## src/rtl/core/olisr_pkg.sv

```systemverilog
// Package for the ordered list block: sizes, operation and status codes,
// and the control word that the top level hands to every list cell.
// No dependencies.
package olisr_pkg;

	localparam int DEPTH   = 16;
	localparam int DATA_W  = 32;
	localparam int KIND_W  = 2;
	localparam int STAT_W  = 2;
	localparam int POS_W   = 4;
	localparam int COUNT_W = 5;
	localparam int FILL_W  = $clog2(DEPTH + 1);

	typedef enum logic [KIND_W-1:0] {
		KIND_INSERT = 2'd0,
		KIND_REMOVE = 2'd1,
		KIND_SEARCH = 2'd2
	} kind_t;

	typedef enum logic [STAT_W-1:0] {
		ST_OK   = 2'd0,
		ST_MISS = 2'd1,
		ST_FULL = 2'd2
	} status_t;

	typedef struct packed {
		logic ins;
		logic rem;
	} cell_ctl_t;

endpackage

```

## src/rtl/core/olisr_cell.sv

```systemverilog
// One list cell: holds one entry, compares it with the operand word, and
// shifts toward the back on insert or toward the front on remove.
// Depends on olisr_pkg.
module olisr_cell (
	input  logic                      clk,
	input  olisr_pkg::cell_ctl_t      ctl,
	input  logic [olisr_pkg::DATA_W-1:0] value,
	input  logic                      held,
	input  logic                      match_in,
	input  logic [olisr_pkg::DATA_W-1:0] from_front,
	input  logic [olisr_pkg::DATA_W-1:0] from_back,
	output logic                      match_out,
	output logic                      first,
	output logic [olisr_pkg::DATA_W-1:0] data_q
);
	import olisr_pkg::*;

	logic hit;

	assign hit       = held && (data_q == value);
	assign first     = hit && !match_in;
	assign match_out = match_in || hit;

	always_ff @(posedge clk) begin
		if (ctl.ins) begin
			data_q <= from_front;
		end else if (ctl.rem && match_out) begin
			data_q <= from_back;
		end
	end

endmodule

```

## src/rtl/core/ordered_list_insert_search_remove.sv

```systemverilog
// Top level of the ordered list: a row of olisr_cell instances with the
// operation decode, first-match encoding, fill count and result register.
// Depends on olisr_pkg and olisr_cell.
//
//  channel   handshake        payload
//  command   start / busy     kind, value
//  result    done strobe      status, position, count
//
// All cells compare; an insert that fits or a remove that hits shifts them at
// the accepting edge, and the result appears on the next cycle with done high.
// busy stays low, so a word can be started in every cycle.
// Reset empties the list at once; no clearing pass follows.
// The receiver cannot stall, and done is high for one cycle per accepted word.
module ordered_list_insert_search_remove (
	input  logic                          clk,
	input  logic                          arst_n,
	input  logic                          start,
	output logic                          busy,
	input  logic [olisr_pkg::KIND_W-1:0]  kind,
	input  logic signed [olisr_pkg::DATA_W-1:0] value,
	output logic                          done,
	output logic [olisr_pkg::STAT_W-1:0]  status,
	output logic [olisr_pkg::POS_W-1:0]   position,
	output logic [olisr_pkg::COUNT_W-1:0] count
);
	import olisr_pkg::*;

	logic [FILL_W-1:0] fill_q;
	logic              done_q;
	status_t           status_q;
	logic [POS_W-1:0]  position_q;
	logic              accept;
	logic              is_ins;
	logic              is_rem;
	logic              full;
	logic              found;
	logic [POS_W-1:0]  match_pos;
	cell_ctl_t         ctl;
	logic [DEPTH:0]    chain;
	logic [DEPTH-1:0]  first;
	logic [DEPTH-1:0]  held;
	logic [DATA_W-1:0] cell_data [DEPTH];

	assign busy   = 1'b0;
	assign accept = start && !busy;
	assign is_ins = (kind == KIND_INSERT);
	assign is_rem = (kind == KIND_REMOVE);
	assign full   = (fill_q == FILL_W'(DEPTH));
	assign found  = chain[DEPTH];

	assign ctl.ins = accept && is_ins && !full;
	assign ctl.rem = accept && is_rem && found;

	assign chain[0] = 1'b0;

	for (genvar i = 0; i < DEPTH; i++) begin : g_cell
		logic [DATA_W-1:0] front_d;
		logic [DATA_W-1:0] back_d;

		assign held[i] = (FILL_W'(i) < fill_q);

		if (i == 0) begin : g_head
			assign front_d = value;
		end else begin : g_body
			assign front_d = cell_data[i-1];
		end

		if (i == DEPTH - 1) begin : g_tail
			assign back_d = cell_data[i];
		end else begin : g_inner
			assign back_d = cell_data[i+1];
		end

		olisr_cell u_cell (
			.clk        (clk),
			.ctl        (ctl),
			.value      (value),
			.held       (held[i]),
			.match_in   (chain[i]),
			.from_front (front_d),
			.from_back  (back_d),
			.match_out  (chain[i+1]),
			.first      (first[i]),
			.data_q     (cell_data[i])
		);
	end

	always_comb begin
		match_pos = '0;
		for (int i = 0; i < DEPTH; i++) begin
			if (first[i]) begin
				match_pos = match_pos | POS_W'(i);
			end
		end
	end

	always_ff @(posedge clk or negedge arst_n) begin
		if (!arst_n) begin
			fill_q <= '0;
			done_q <= 1'b0;
		end else begin
			done_q <= accept;
			if (ctl.ins) begin
				fill_q <= fill_q + 1'b1;
			end else if (ctl.rem) begin
				fill_q <= fill_q - 1'b1;
			end
		end
	end

	always_ff @(posedge clk) begin
		if (accept) begin
			if (is_ins) begin
				status_q   <= full ? ST_FULL : ST_OK;
				position_q <= '0;
			end else begin
				status_q   <= found ? ST_OK : ST_MISS;
				position_q <= found ? match_pos : '0;
			end
		end
	end

	assign done     = done_q;
	assign status   = status_q;
	assign position = position_q;
	assign count    = COUNT_W'(fill_q);

`ifndef ASSERT_OFF
	a_fill_bound: assert property (@(posedge clk) disable iff (!arst_n)
		fill_q <= FILL_W'(DEPTH))
		else $error("fill count exceeds depth");

	a_done_follows: assert property (@(posedge clk) disable iff (!arst_n)
		accept |=> done)
		else $error("accepted word gave no result");

	a_full_count: assert property (@(posedge clk) disable iff (!arst_n)
		(done && status == ST_FULL) |-> (count == COUNT_W'(DEPTH) && position == '0))
		else $error("dropped insert with list not full");

	a_miss_pos: assert property (@(posedge clk) disable iff (!arst_n)
		(done && status == ST_MISS) |-> (position == '0))
		else $error("miss reported with nonzero position");

	a_one_first: assert property (@(posedge clk) disable iff (!arst_n)
		$onehot0(first) && (found == (first != '0)))
		else $error("first-match flags inconsistent");
`endif

endmodule

```

## config.mk

```make
export PLATFORM = sky130hd
export DESIGN_NAME = ordered_list_insert_search_remove
export DESIGN_NICKNAME = d
export VERILOG_FILES = /design/src/rtl/core/olisr_pkg.sv /design/src/rtl/core/olisr_cell.sv /design/src/rtl/core/ordered_list_insert_search_remove.sv
export SDC_FILE = /design/constraint.sdc
export NUM_CORES = 1
export LEC_CHECK = 0
export ABC_AREA = 1
export ABC_CLOCK_PERIOD_IN_PS = 3900
export BUFFER_PORTS_ARGS = -buffer_cell sky130_fd_sc_hd__buf_2
export CORE_MARGIN = 5
export CORE_UTILIZATION = 58
export CTS_CLUSTER_SIZE = 12
export DETAILED_ROUTE_END_ITERATION = 8
export PLACE_DENSITY = 0.75
export REMOVE_ABC_BUFFERS = 1
export SLEW_MARGIN = 20
export SYNTH_ARGS = -nofsm -noshare
export SYNTH_HDL_FRONTEND = slang
export SYNTH_SLANG_ARGS = --single-unit
```

## constraint.sdc

```tcl
create_clock -name clk -period 3.9 [get_ports clk]
set_input_delay 0.39 -clock clk [delete_from_list [all_inputs] [get_ports clk]]
set_output_delay 0.39 -clock clk [all_outputs]
set_load 0.005 [all_outputs]
```

==> results of run 1 <==
-- kinds of logic after synthesis --
logic type / Yosys count
AND/OR/NAND/NOR: 1582
flip-flops: 524
other: 1
XOR/XNOR: 327
adder cells (fa/ha/maj): 4
AO/OA/AOI/OAI: 408
buffers and inverters: 431
-- per-stage QoR --
step	total power, mW	util	cell area [um2]
5_1_grt	14.4	0.644	32200
2_1_floorplan	8.00	-	28200
6_report	14.0	0.644	32200
3_3_place_gp	8.81	0.609	30500
3_5_place_dp	8.86	0.609	30500
4_1_cts	14.0	0.644	32200
-- timing repair --
| action | 4_1_cts | 5_1_grt |
|---|---|---|
| buffers inserted | 0 | 0 |
| hold buffers | 2 | 0 |
| endpoints found under the hold margin | 7 | 0 |
-- worst max-delay path: stages (launching register included) --
cell	delay [ns]
dfrtp_1	0.53
nor2_8	0.28
nand2_2	0.15
nand2_1	0.18
nor2_1	0.07
nand2_1	0.14
nor2_1	0.08
nand3_2	0.09
nand2_2	0.10
nor2_4	0.18
nand4_4	0.16
nor2_4	0.20
nand4_4	0.13
nand2_4	0.16
nand2_4	0.12
inv_2	0.22
nor2_4	0.06
buf_12	0.18
-- where the power goes --
| part | internal [mW] | switching (mW) |
|---|---|---|
| registers | 6.48 | 0.208 |
| logic | 0.654 | 1.47 |
| clock network | 2.93 | 2.30 |
-- sequential cells by signal, summed over array words and instances, names as in the netlist --
name	flops
g_cell.u_cell.data_q	512
count	5
position	4
status	2
done	1
-- layer usage --
layer  vias to the layer above  part of all wire  GRT usage  routed length, um
li1                      10800                 -          -                  -
met1                     11300              0.36      0.474              38100
met2                      1559              0.45      0.566              46900
met3                       318              0.10     0.0616              10500
met4                         0             0.085      0.251               8860
met5                         -                 0          0                  0
-- cell usage after synthesis, types with 2 or more instances --
cell type  number  area share
o211ai_1        2     0.00051
a21oi_1         4     0.00068
nand2_1      1267        0.16
nand4_4         2      0.0015
nor2_4          2     0.00077
buf_4          28      0.0072
buf_8           5      0.0026
nor2_8          2      0.0014
o22ai_1        54       0.012
o22ai_2         2     0.00085
ha_1            4      0.0017
edfxtp_1      518        0.53
dfrtp_1         6      0.0051
nand3_1        36      0.0061
nor2_1        157       0.020
inv_2          20      0.0026
buf_1          10      0.0013
inv_1         226       0.029
xor2_1         94       0.028
nand3_2        13      0.0044
nand4_1        52       0.011
buf_2           3     0.00051
nor3_1         19      0.0032
nand2_4         3      0.0012
nor4_1         17      0.0036
a31oi_1         3     0.00064
clkbuf_1       97       0.012
buf_6          39       0.015
nor2_2          3     0.00064
nand2_2         4     0.00085
o21ai_1        19      0.0032
buf_12          2      0.0014
xnor2_1       232       0.069
o21ai_0       312       0.053
o2111ai_1       7      0.0021
-- final cells by class --
cell class | instances | area share
inverters | 247 | 0.0291
multi-input cells | 2322 | 0.361
repair buffers | 154 | 0.0435
clock inverters | 31 | 0.00745
clock buffers | 72 | 0.0460
flip-flops and latches | 524 | 0.487
well taps | 672 | 0.0261
-- worst max path at each step --
stage                                             end  slack, ns  cells past startpoint
after floorplan            g_cell[8].u_cell.data_q[0]     -22.64                      7
after global placement     g_cell[0].u_cell.data_q[0]       0.41                     19
after detailed placement  g_cell[0].u_cell.data_q[11]       0.39                     19
after CTS                 g_cell[3].u_cell.data_q[25]       0.62                     17
after global routing       g_cell[3].u_cell.data_q[6]       0.44                     17
final                     g_cell[3].u_cell.data_q[16]       0.57                     17
==> impl_metrics.py, run 1 <==
metrics = {
    "power_and_ir_drop": {
        "power.density_mw_per_mm2": 435,
        "p_leak_nw": 13.0,
        "irDropWorstVdd_mv": 0.364,
    },
    "layout": {
        "drive_above_1_share": 0.0869,
        "final_cells": 4022,
        "insertedDiodeCount": 0,
        "layout_common_cells": "nand2_1 (1,266), edfxtp_1 (518), o21ai_0 (310), xnor2_1 (232), inv_1 (225)",
        "n_fill_cell": 4299,
        "seq_area_mm2": 0.0157,
        "final_common_cell": "nand2_1",
        "area_delta_synth_final_pct": 9.92,
        "nNetsFinal": 3346,
        "multi_input_area_mm2": 0.0116,
    },
    "yosys": {
        "syn_area_mm2": 0.0293,
        "synth.avg_cell_area_um2": 8.95,
        "synth-xor-area-share": 0.0979,
        "synth_top_family_by_area": "simple AND/OR/NAND/NOR gates",
        "ys_seq_area_frac": 0.535,
        "syn_inst": 3277,
        "synth_compound_area_frac": 0.0742,
        "ys_types": 48,
        "synthAdderAreaFrac": 0.00171,
        "yosysWarningCount": 0,
        "async_flop_share": 0.0115,
        "synth-seq-cells": 524,
        "synth-edff-count": 518,
        "synthFlopType": "edfxtp_1",
        "synth_simple_gate_area_frac": 0.219,
        "muxShareOfSynthArea": 0,
    },
    "place": {
        "port_buffers": 48,
        "hpwl_mm": 78.2,
        "place_worst_setup_slack_ns": 0.387,
        "gp_congestion": 1.03,
        "place_inst": 3917,
    },
    "route": {
        "via_per_inst": 5.95,
        "drt_iter0_drc": 3622,
        "drc": 0,
        "routedWlPerCell_um": 26.0,
        "wl_mm": 104,
        "via_count": 23900,
        "ant_nets": 0,
        "first_pass_iters": 6,
    },
    "clock_network": {
        "insertion_delay_ns": 0.65,
        "cts.repair.resized": 0,
        "cts-root-buf": "clkbuf_16",
        "cts_buffers": 56,
        "clock-sinks": 524,
        "cts.clk_slew.worst_paths_ns": 0.06,
        "cts_buffer_depth": 3,
        "cts_tree": "done",
        "htreeDepth": 2,
    },
    "floorplanning": {
        "dieArea_mm2": 0.0552,
        "start_util": 0.586,
        "ioPinCount": 50,
        "num_rows": 82,
        "die_y_um": 235,
        "fp.coreArea_mm2": 0.0501,
        "die_w_um": 235,
    },
    "sta": {
        "slew_headroom": 0.543,
        "period_share": 0.855,
        "rsz0062_at_grt": "false",
        "clock-skew-final_ns": 0.0266,
        "fin_hold_ws_ns": 0.125,
        "setup_violations": 0,
        "fin_crit_ns": 3.33,
        "worstMarginPinSlew_ns": 0.681,
        "finalSetupTns_ns": 0,
        "finalWorstSetupSlack_ns": 0.566,
        "drv_slew": 0,
        "fmaxAchievable_mhz": 300,
        "hold_viol": 0,
    },
    "global_routing": {
        "first_global_vias": 22800,
        "grtUsageTotal": 0.366,
        "antenna_found_initial": 0,
        "grt_max_degree": 125,
        "grt_pass1_wl_mm": 150,
        "overflow": 0,
    },
    "worst_setup_path": {
        "critical_path.startpoint": "count[3]",
        "worstRegToRegCells": 17,
        "reg2reg_slack_ns": 0.57,
        "startpoint_type": "register",
        "r2r_start": "count[3]",
        "critical_path_class": "register to register",
        "cp.arrival_ns": 3.70,
        "critPathMaxFanout": 32,
        "reg2reg_to": "g_cell[3].u_cell.data_q[16]",
        "critPathCaptureType": "register",
        "required_ns": 4.26,
    },
    "job": {
        "cap_violations": 0,
    },
    "min_path": {
        "hold_path.class": "primary input to asynchronous set/reset pin",
    },
    "outcome": {
        "status": "completed",
    },
}
No activity file was read; power rests on OpenSTA's default activity.
==> run 2: changes to the inputs <==
--- a/config.mk
+++ b/config.mk
@@ -9,10 +9,10 @@
 export ABC_CLOCK_PERIOD_IN_PS = 3900
 export BUFFER_PORTS_ARGS = -buffer_cell sky130_fd_sc_hd__buf_2
 export CORE_MARGIN = 5
-export CORE_UTILIZATION = 58
+export CORE_UTILIZATION = 40
 export CTS_CLUSTER_SIZE = 12
 export DETAILED_ROUTE_END_ITERATION = 8
-export PLACE_DENSITY = 0.75
+export PLACE_DENSITY = 0.55
 export REMOVE_ABC_BUFFERS = 1
 export SLEW_MARGIN = 20
 export SYNTH_ARGS = -nofsm -noshare
==> impl_metrics.py, run 2 (synthesized netlist as in run 1, its figures left out) <==
metrics = {
    "route": {
        "via_count": 23300,
        "wl_met1_mm": 45.0,
        "ant_nets": 0,
        "drc": 0,
        "wl_mm": 109,
        "wl_met2_mm": 48.8,
        "dr.max_layer_used": "met4",
        "via_per_inst": 5.40,
        "met3_wirelength_mm": 8.18,
        "drt_iter0_drc": 3012,
        "first_pass_iters": 5,
        "routedWlPerCell_um": 25.1,
    },
    "floorplanning": {
        "die_w_um": 281,
        "die_y_um": 281,
        "fp.coreArea_mm2": 0.0728,
        "num_rows": 99,
        "ioPinCount": 50,
        "dieArea_mm2": 0.0789,
        "start_util": 0.403,
    },
    "worst_setup_path": {
        "required_ns": 4.27,
        "startpoint_type": "register",
        "critical_path_class": "register to register",
        "cp.arrival_ns": 3.69,
        "critPathCaptureType": "register",
        "critPathMaxFanout": 23,
    },
    "clock_network": {
        "insertion_delay_ns": 0.64,
        "cts_tree": "done",
        "cts-root-buf": "clkbuf_16",
        "clock-sinks": 524,
        "cts.repair.resized": 0,
        "cts.clk_slew.worst_paths_ns": 0.06,
        "cts_buffers": 60,
        "cts_buffer_depth": 3,
        "htreeDepth": 2,
    },
    "sta": {
        "fin_crit_ns": 3.33,
        "rsz0062_at_grt": "false",
        "fmaxAchievable_mhz": 301,
        "slew_headroom": 0.407,
        "finalSetupTns_ns": 0,
        "period_share": 0.853,
        "hold_viol": 0,
        "worstMarginPinSlew_ns": 0.889,
        "clock-skew-final_ns": 0.0233,
        "setup_violations": 0,
        "drv_slew": 0,
    },
    "layout": {
        "post-route-util": 0.450,
        "final_cells": 4323,
        "insertedDiodeCount": 0,
        "largest_register": "g_cell.u_cell.data_q",
        "nNetsFinal": 3355,
        "layout_common_cells": "nand2_1 (1,265), edfxtp_1 (518), o21ai_0 (310), xnor2_1 (232), inv_1 (225)",
        "largest_reg_flops": 512,
        "final_common_cell": "nand2_1",
        "drive_above_1_share": 0.0927,
        "area_delta_synth_final_pct": 11.8,
    },
    "power_and_ir_drop": {
        "switching_share": 0.286,
        "power.density_mw_per_mm2": 441,
        "p_switching_mw": 4.13,
        "irDropWorstVdd_mv": 0.480,
        "power_frac_seq": 0.463,
        "combPwrFrac": 0.148,
        "p_leak_nw": 13.1,
        "clock_power_share": 0.389,
        "power.internal_mw": 10.3,
    },
    "place": {
        "hpwl_mm": 82.2,
        "place_inst": 4209,
        "gp_congestion": 0.982,
        "port_buffers": 48,
    },
    "global_routing": {
        "antenna_found_initial": 1,
        "grtUsageTotal": 0.268,
        "first_global_vias": 22000,
        "grt_pass1_wl_mm": 154,
        "grt_max_degree": 96,
        "overflow": 0,
    },
    "outcome": {
        "status": "completed",
    },
    "min_path": {
        "hold_path.class": "primary input to asynchronous set/reset pin",
    },
    "job": {
        "cap_violations": 0,
    },
}
-- run 2: critical path: stages (launching register included) --
cell and delay [ns]:
dfrtp_1 0.47, nor2_8 0.26, nand3_1 0.35, nor3b_2 0.31
nand3_2 0.17, nand2_4 0.11, nor2_8 0.16, nand4_4 0.15
nor2_4 0.20, nand4_4 0.13, nand2_4 0.10, buf_4 0.32
o21ai_4 0.11, buf_12 0.18
-- run 2: area by class of cell --
| class | instances | area [um2] |
|---|---|---|
| clock buffers | 73 | 1570 |
| clock inverters | 39 | 319 |
| fillers | 7173 | 40000 |
| inverters | 247 | 937 |
| multi-input cells | 2322 | 11600 |
| flip-flops and latches | 524 | 15700 |
| well taps | 959 | 1200 |
| repair buffers | 159 | 1430 |
-- run 2: metrics by stage --
step | setup slack (ns) | cell area, um2 | power [mW] | hold WS (ns)
finish | 0.574 | 32800 | 14.4 | 0.142
global route | 0.496 | 32800 | 14.9 | 0.148
CTS | 0.658 | 32800 | 14.5 | 0.133
detailed placement | 0.201 | 30900 | 8.90 | 0.253
global placement | 0.241 | 30900 | 8.89 | 0.252
floorplan | -22.64 | 28200 | 8.00 | 0.0944
-- run 2: final timing paths --
path,end,slack (ns),cells after the start,start
max,g_cell[12].u_cell.data_q[12],0.57,13,count[3]
min,count[2],0.14,2,arst_n
max reg2reg,g_cell[12].u_cell.data_q[12],0.57,13,count[3]
min reg2reg,g_cell[15].u_cell.data_q[22],0.50,0,g_cell[14].u_cell.data_q[22]
max in group asynchronous,done,3.58,2,arst_n
min in group clk,g_cell[0].u_cell.data_q[13],0.25,3,value[13]
-- run 2: power groups by stage --
stage	Clock, mW	Combinational (mW)	Sequential, mW
floorplan	0	1.22	6.78
global placement	0	2.09	6.80
detailed placement	0	2.10	6.80
CTS	5.67	2.11	6.68
global route	5.89	2.31	6.70
finish	5.62	2.14	6.69
-- run 2: routing by layer --
layer,track usage,vias to the layer above
li1,-,10800
met1,0.365,11200
met2,0.421,1071
met3,0.0339,226
met4,0.140,0
met5,0,-
-- run 2: timing repair --
item | 4_1_cts | 5_1_grt
hold endpoints to repair | 7 | 0
buffers inserted | 0 | 0
hold buffers | 2 | 0
